[src/tdes_pkg.sv]
// Types, permutation tables and round functions for the triple DES pipeline
`default_nettype none
package tdes_pkg;

    typedef struct packed {
        logic valid;
        logic bypass;
        logic mac;
        logic last;
        logic err;
    } ctl_t;

    localparam int NUM_CELLS = 48;
    localparam int CFG_IDX_W = 3;

    localparam logic [2:0] REG_KEY_ONE     = 3'd0;
    localparam logic [2:0] REG_KEY_TWO     = 3'd1;
    localparam logic [2:0] REG_KEY_THREE   = 3'd2;
    localparam logic [2:0] REG_KEY_MODE    = 3'd3;
    localparam logic [2:0] REG_DIRECTION   = 3'd4;
    localparam logic [2:0] REG_CIPHER_MODE = 3'd5;

    localparam logic [1:0] KEY_SINGLE  = 2'd0;
    localparam logic [1:0] KEY_TWO     = 2'd1;
    localparam logic [1:0] KEY_THREE   = 2'd2;
    localparam logic [1:0] KEY_INVALID = 2'd3;

    localparam logic [7:0] T_IP [0:63] = '{58,50,42,34,26,18,10,2,60,52,44,36,28,20,12,4,
        62,54,46,38,30,22,14,6,64,56,48,40,32,24,16,8,57,49,41,33,25,17,9,1,
        59,51,43,35,27,19,11,3,61,53,45,37,29,21,13,5,63,55,47,39,31,23,15,7};
    localparam logic [7:0] T_FP [0:63] = '{40,8,48,16,56,24,64,32,39,7,47,15,55,23,63,31,
        38,6,46,14,54,22,62,30,37,5,45,13,53,21,61,29,36,4,44,12,52,20,60,28,
        35,3,43,11,51,19,59,27,34,2,42,10,50,18,58,26,33,1,41,9,49,17,57,25};
    localparam logic [7:0] T_E [0:47] = '{32,1,2,3,4,5,4,5,6,7,8,9,8,9,10,11,12,13,
        12,13,14,15,16,17,16,17,18,19,20,21,20,21,22,23,24,25,24,25,26,27,28,29,
        28,29,30,31,32,1};
    localparam logic [7:0] T_P [0:31] = '{16,7,20,21,29,12,28,17,1,15,23,26,5,18,31,10,
        2,8,24,14,32,27,3,9,19,13,30,6,22,11,4,25};
    localparam logic [7:0] T_PC1 [0:55] = '{57,49,41,33,25,17,9,1,58,50,42,34,26,18,
        10,2,59,51,43,35,27,19,11,3,60,52,44,36,63,55,47,39,31,23,15,7,62,54,46,38,
        30,22,14,6,61,53,45,37,29,21,13,5,28,20,12,4};
    localparam logic [7:0] T_PC2 [0:47] = '{14,17,11,24,1,5,3,28,15,6,21,10,23,19,12,4,
        26,8,16,7,27,20,13,2,41,52,31,37,47,55,30,40,51,45,33,48,44,49,39,56,
        34,53,46,42,50,36,29,32};
    localparam int ROT_CUM [0:15] = '{1,2,4,6,8,10,12,14,15,17,19,21,23,25,27,28};
    localparam logic [3:0] SBOX [0:511] = '{
        14,4,13,1,2,15,11,8,3,10,6,12,5,9,0,7,0,15,7,4,14,2,13,1,10,6,12,11,9,5,3,8,
        4,1,14,8,13,6,2,11,15,12,9,7,3,10,5,0,15,12,8,2,4,9,1,7,5,11,3,14,10,0,6,13,
        15,1,8,14,6,11,3,4,9,7,2,13,12,0,5,10,3,13,4,7,15,2,8,14,12,0,1,10,6,9,11,5,
        0,14,7,11,10,4,13,1,5,8,12,6,9,3,2,15,13,8,10,1,3,15,4,2,11,6,7,12,0,5,14,9,
        10,0,9,14,6,3,15,5,1,13,12,7,11,4,2,8,13,7,0,9,3,4,6,10,2,8,5,14,12,11,15,1,
        13,6,4,9,8,15,3,0,11,1,2,12,5,10,14,7,1,10,13,0,6,9,8,7,4,15,14,3,11,5,2,12,
        7,13,14,3,0,6,9,10,1,2,8,5,11,12,4,15,13,8,11,5,6,15,0,3,4,7,2,12,1,10,14,9,
        10,6,9,0,12,11,7,13,15,1,3,14,5,2,8,4,3,15,0,6,10,1,13,8,9,4,5,11,12,7,2,14,
        2,12,4,1,7,10,11,6,8,5,3,15,13,0,14,9,14,11,2,12,4,7,13,1,5,0,15,10,3,9,8,6,
        4,2,1,11,10,13,7,8,15,9,12,5,6,3,0,14,11,8,12,7,1,14,2,13,6,15,0,9,10,4,5,3,
        12,1,10,15,9,2,6,8,0,13,3,4,14,7,5,11,10,15,4,2,7,12,9,5,6,1,13,14,0,11,3,8,
        9,14,15,5,2,8,12,3,7,0,4,10,1,13,11,6,4,3,2,12,9,5,15,10,11,14,1,7,6,0,8,13,
        4,11,2,14,15,0,8,13,3,12,9,7,5,10,6,1,13,0,11,7,4,9,1,10,14,3,5,12,2,15,8,6,
        1,4,11,13,12,3,7,14,10,15,6,8,0,5,9,2,6,11,13,8,1,4,10,7,9,5,0,15,14,2,3,12,
        13,2,8,4,6,15,11,1,10,9,3,14,5,0,12,7,1,15,13,8,10,3,7,4,12,5,6,11,0,14,9,2,
        7,11,4,1,9,12,14,2,0,6,10,13,15,3,5,8,2,1,14,7,4,10,8,13,15,12,9,0,3,5,6,11};

    function automatic logic [63:0] ip_perm(input logic [63:0] v);
        logic [63:0] r;
        r = '0;
        for (int i = 0; i < 64; i++) r[63-i] = v[64-int'(T_IP[i])];
        return r;
    endfunction

    function automatic logic [63:0] fp_perm(input logic [63:0] v);
        logic [63:0] r;
        r = '0;
        for (int i = 0; i < 64; i++) r[63-i] = v[64-int'(T_FP[i])];
        return r;
    endfunction

    function automatic logic [31:0] feistel(input logic [31:0] rv, input logic [47:0] k);
        logic [47:0] e;
        logic [31:0] o;
        logic [31:0] p;
        logic [5:0]  b;
        e = '0;
        o = '0;
        p = '0;
        for (int i = 0; i < 48; i++) e[47-i] = rv[32-int'(T_E[i])];
        e = e ^ k;
        for (int i = 0; i < 8; i++) begin
            b = e[47-6*i -: 6];
            o[31-4*i -: 4] = SBOX[i*64 + int'({b[5], b[0]})*16 + int'(b[4:1])];
        end
        for (int i = 0; i < 32; i++) p[31-i] = o[32-int'(T_P[i])];
        return p;
    endfunction

    function automatic logic [47:0] subkey(input logic [63:0] key, input int idx);
        logic [55:0] cd;
        logic [27:0] c;
        logic [27:0] d;
        logic [55:0] rot;
        logic [47:0] k;
        cd = '0;
        k  = '0;
        for (int i = 0; i < 56; i++) cd[55-i] = key[64-int'(T_PC1[i])];
        c = cd[55:28];
        d = cd[27:0];
        c = (c << ROT_CUM[idx]) | (c >> (28 - ROT_CUM[idx]));
        d = (d << ROT_CUM[idx]) | (d >> (28 - ROT_CUM[idx]));
        rot = {c, d};
        for (int i = 0; i < 48; i++) k[47-i] = rot[56-int'(T_PC2[i])];
        return k;
    endfunction

endpackage
`default_nettype wire

[src/tdes_cell.sv]
// One registered DES round cell of the 48-round chain
`default_nettype none
module tdes_cell #(
    parameter int ROUND = 0,
    parameter bit SWAP  = 1'b0
) (
    input  wire logic          aclk,
    input  wire logic          aresetn,
    input  wire logic          en,
    input  wire logic [63:0]   key,
    input  wire logic          dec,
    input  wire tdes_pkg::ctl_t ctl_in,
    input  wire logic [63:0]   lr_in,
    output tdes_pkg::ctl_t     ctl_out,
    output logic [63:0]        lr_out
);
    tdes_pkg::ctl_t ctl_reg;
    logic [63:0]    lr_reg;
    logic [63:0]    lr_next;
    logic [47:0]    k;
    logic [31:0]    nr;

    assign k  = dec ? tdes_pkg::subkey(key, 15 - ROUND) : tdes_pkg::subkey(key, ROUND);
    assign nr = lr_in[63:32] ^ tdes_pkg::feistel(lr_in[31:0], k);

    always_comb begin
        if (ctl_in.bypass) begin
            lr_next = lr_in;
        end else if (SWAP) begin
            lr_next = {nr, lr_in[31:0]};
        end else begin
            lr_next = {lr_in[31:0], nr};
        end
    end

    always_ff @(posedge aclk) begin
        if (!aresetn) begin
            ctl_reg <= '0;
        end else if (en) begin
            ctl_reg <= ctl_in;
        end
    end

    always_ff @(posedge aclk) begin
        if (en) begin
            lr_reg <= lr_next;
        end
    end

    assign ctl_out = ctl_reg;
    assign lr_out  = lr_reg;
endmodule
`default_nettype wire

[config.mk]
export PLATFORM = sky130hd
export DESIGN_NAME = tdes_cell
export DESIGN_NICKNAME = d
export VERILOG_FILES = /design/src/tdes_pkg.sv /design/src/tdes_cell.sv
export SDC_FILE = /design/constraint.sdc
export NUM_CORES = 1
export LEC_CHECK = 0
export ABC_AREA = 1
export BUFFER_PORTS_ARGS = -buffer_cell sky130_fd_sc_hd__buf_4
export CORE_MARGIN = 2
export CORE_UTILIZATION = 36
export CTS_CLUSTER_DIAMETER = 120
export CTS_CLUSTER_SIZE = 14
export DETAILED_ROUTE_END_ITERATION = 8
export PLACE_DENSITY_LB_ADDON = 0.2
export SYNTH_ARGS = -nofsm -noshare
export SYNTH_HDL_FRONTEND = slang
export SYNTH_SLANG_ARGS = --single-unit
[constraint.sdc]
create_clock -name aclk -period 4 [get_ports aclk]
set_input_delay 0.8 -clock aclk [delete_from_list [all_inputs] [get_ports aclk]]
set_output_delay 0.8 -clock aclk [all_outputs]
set_load 0.02 [all_outputs]
==> flow_summary_export.csv <==
group,metric,value,unit
outcome,status,"complete, no violations",
clock_tree,clk_pin_slew,0.07,ns
synth,yosysTopAreaCellShare,29.1,%
global_route,grt_pass1_wl,54400,um
sta,relSlewSlack,35.5,%
critical_path,worst_r2r_endpoint,"ctl_out[3]$_SDFFE_PN0P_",
sta,fin_crit,3.16,ns
critical_path,critPathMaxFanout,22,
clock_tree,cts_resized,0,
detailed_routing,dr_total_vias,11200,
sta,timing_hold_violations_final,0,
place,portBuffers,197,
clock_tree,clock_path_buffers,2,
floorplanning,start_util,36.8,%
floorplanning,ioPinCount,206,
clock_tree,cts_hold_buf,0,
critical_path,rr_worst_depth,2,
synth,synth-seq-area-share,21.0,%
synth,synthMuxAreaShare,0,%
global_route,antenna_found_initial,0,
critical_path,crit_chain,"buf_4, inv_4, buf_4, nand2_1, nand2_1, nand2_1, nand2_1, inv_1, ha_1, inv_1, nand2_1, nand3_1, nand3_1, nand2_1, nand2_1, nand2_1, nand2_1, nand3_1, nand2_1",
detailed_routing,drt-initial-drc-count,865,
critical_path,required,4.11,ns
sta,setup_violations,0,
sta,drv_slew,0,
floorplanning,row_count,59,
critical_path,crit_slowest_cell,"ha_1",
synth,synth-xor-area-share,4.14,%
synth,yosys-top-cells-area,"nand2_1 (29%), edfxtp_1 (20%), nand3_1 (19%), ha_1 (7.5%), inv_1 (5.7%)",
floorplanning,coreArea,26200,um2
synth,yosysUniqueCellTypes,32,
synth,synth_fa_ha_area_share,7.53,%
sta,grt_setup_unrepaired,"no",
clock_tree,cts_tree,"done",
critical_path,end_kind,"flop",
pwr,vdd_drop_max,0.180,mV
critical_path,ff2ff_setup_slack,3.29,ns
sta,whs,0.505,ns
synth,synthSimpleGateAreaFrac,51.9,%
sta,worst_slew_pin_slew,0.968,ns
final_layout,fin_util,44.2,%
critical_path,endpoint,"lr_out[14]$_DFFE_PP_",
detailed_routing,firstDrtPassIters,5,
detailed_routing,top_layer_used,"met4",
synth,yosysTopAreaCell,"nand2_1",
clock_tree,clkLatencyLatePin,0.36,ns
final_layout,finalNetCount,1999,
min_path,hp-class,"flop to flop",
job,cap_violations,0,
synth,synth-compound-area-share,5.31,%
detailed_routing,drtAntennaViolNets,0,
final_layout,drive_gt1_share,16.3,%
global_route,grt_pass1_vias,10100,
critical_path,start_kind,"primary input",
detailed_routing,wl_met1,15500,um
critical_path,reg2reg_from,"ctl_out[3]$_SDFFE_PN0P_",
pwr,p_per_area,310,nW/um2
critical_path,slowest_delay,0.37,ns
floorplanning,die_area,28100,um2
detailed_routing,wl,34900,um
critical_path,crit_path_start,"dec",
floorplanning,die_w,168,um
clock_tree,h-tree-depth,3,
detailed_routing,met2_length,16000,um
final_layout,area_growth,20.1,%
clock_tree,clock-sinks,69,
final_layout,antenna_cells,0,
synth,synth_top_family_by_area,"simple AND/OR/NAND/NOR gates",
synth,syn_inst,1635,
critical_path,critPathBufInv,5,
synth,ys_seq_elements,69,
detailed_routing,vias_per_cell,5.21,
clock_tree,root_buffer,"clkbuf_16",
clock_tree,postCtsSetupRepairBufs,0,
synth,syn_area,9640,um2
critical_path,cp_top_family,"simple AND/OR/NAND/NOR gates",
min_path,min_path_cells,2,
sta,setup_tns,0,ns
place,place_congestion,0.945,
detailed_routing,drc,0,
critical_path,crit_top_cell,"nand2_1",
detailed_routing,wl_met3,2550,um
critical_path,critPathKind,"primary input to flop",
global_route,grt_max_degree,72,
critical_path,worstPathArrival,3.27,ns
synth,synth_nets,1830,
sta,max_clock_freq,317,MHz
global_route,grt_overflow,0,
synth,syn-mean-instance-area,5.90,um2
clock_tree,cts_made_buffers,9,
sta,min_period_over_period,78.9,%
critical_path,path_depth,19,
detailed_routing,wire_per_inst,16.3,um
global_route,track_usage,24.5,%
floorplanning,die_h,168,um
sta,skew,0,ns
place,place_hpwl,27600,um
synth,yosysWarningCount,0,
pwr,power_leakage,6.29,nW
[logic make-up after synthesis]
| logic type | Yosys count |
|---|---|
| AND/OR/NAND/NOR | 1181 |
| XOR/XNOR | 25 |
| flip-flops | 69 |
| adder cells (fa/ha/maj) | 58 |
| AO/OA/AOI/OAI | 88 |
| buffers and inverters | 214 |
[power breakdown]
group / internal, mW / switching, mW
Combinational: 0.632 / 1.20
Clock: 0.467 / 0.382
Sequential: 0.885 / 0.0243
Total: 1.98 / 1.60
[layout make-up]
type | count | area (um2)
flip-flops and latches | 69 | 2020
clock buffers | 10 | 250
inverters | 162 | 611
multi-input cells | 1352 | 6640
well taps | 335 | 419
clock inverters | 6 | 50.0
repair buffers | 210 | 1590
fillers | 2863 | 14600
[worst min path at each step]
| stage | endpoint | start | slack [ns] |
|---|---|---|---|
| after CTS | ctl_out[1]$_SDFFE_PN0P_ | ctl_out[1]$_SDFFE_PN0P_ | 0.51 |
| after detailed placement | ctl_out[1]$_SDFFE_PN0P_ | ctl_out[1]$_SDFFE_PN0P_ | 0.49 |
| after floorplan | ctl_out[0]$_SDFFE_PN0P_ | ctl_out[0]$_SDFFE_PN0P_ | 0.59 |
| final | ctl_out[1]$_SDFFE_PN0P_ | ctl_out[1]$_SDFFE_PN0P_ | 0.50 |
| after global routing | ctl_out[2]$_SDFFE_PN0P_ | ctl_out[2]$_SDFFE_PN0P_ | 0.56 |
| after global placement | ctl_out[1]$_SDFFE_PN0P_ | ctl_out[1]$_SDFFE_PN0P_ | 0.48 |
[state kept, by name, summed over array words and instances, names as in the netlist]
register  cells
ctl_out       5
lr_out       64
[cells in the mapped netlist]
cell type and n:
o211ai_2 1, buf_12 1, o21ai_2 7, nand4_1 3
clkinv_1 2, nand3b_1 3, a21oi_1 7, nand2_4 2
nand3_1 375, o21ai_4 2, dfxtp_1 5, buf_6 10
ha_1 58, edfxtp_1 64, o211ai_1 6, o21ai_0 53
clkbuf_1 11, nand2_2 24, buf_1 2, xor2_4 4
buf_2 8, inv_1 146, buf_4 20, nor2_1 24
xor2_2 14, xor2_1 7, inv_4 1, nand2_1 748
o21ai_1 12, inv_2 13, or2_2 1, or2_1 1
[layout by cell type (no fill, tap or decap), drive strengths merged]
cell,instances
xor2,25
buf,210
or2,2
dfxtp,5
o211ai,7
nand3b,3
clkinv,3
nand4,3
nand2,774
a21oi,7
clkbuf,10
inv,163
o21ai,74
edfxtp,64
clkinvlp,2
nor2,24
ha,58
nand3,375
[stage by stage]
step,cells,total power [mW],cell area [um2],setup slack (ns)
finish,2144,3.59,11600,0.843
global route,2144,3.85,11600,0.569
CTS,2144,3.59,11600,0.866
detailed placement,2128,2.73,11300,0.488
global placement,2128,2.72,11300,0.523
floorplan,1635,2.18,9640,1.15
[metal layers]
layer | up-vias | global-route usage (%)
met5 | - | 0
met1 | 5069 | 33.6
met3 | 46 | 3.57
met2 | 443 | 40.0
met4 | 0 | 7.56
li1 | 5608 | -
[worst min-delay path, delay by kind of cell, from the launching register on]
| kind | cells | cell delay [ns] |
|---|---|---|
| and+or+nand+nor | 1 | 0.07 |
| DFF | 1 | 0.33 |
| AOI/OAI and AO/OA | 1 | 0.07 |
No activity file was read; power rests on OpenSTA's default activity.
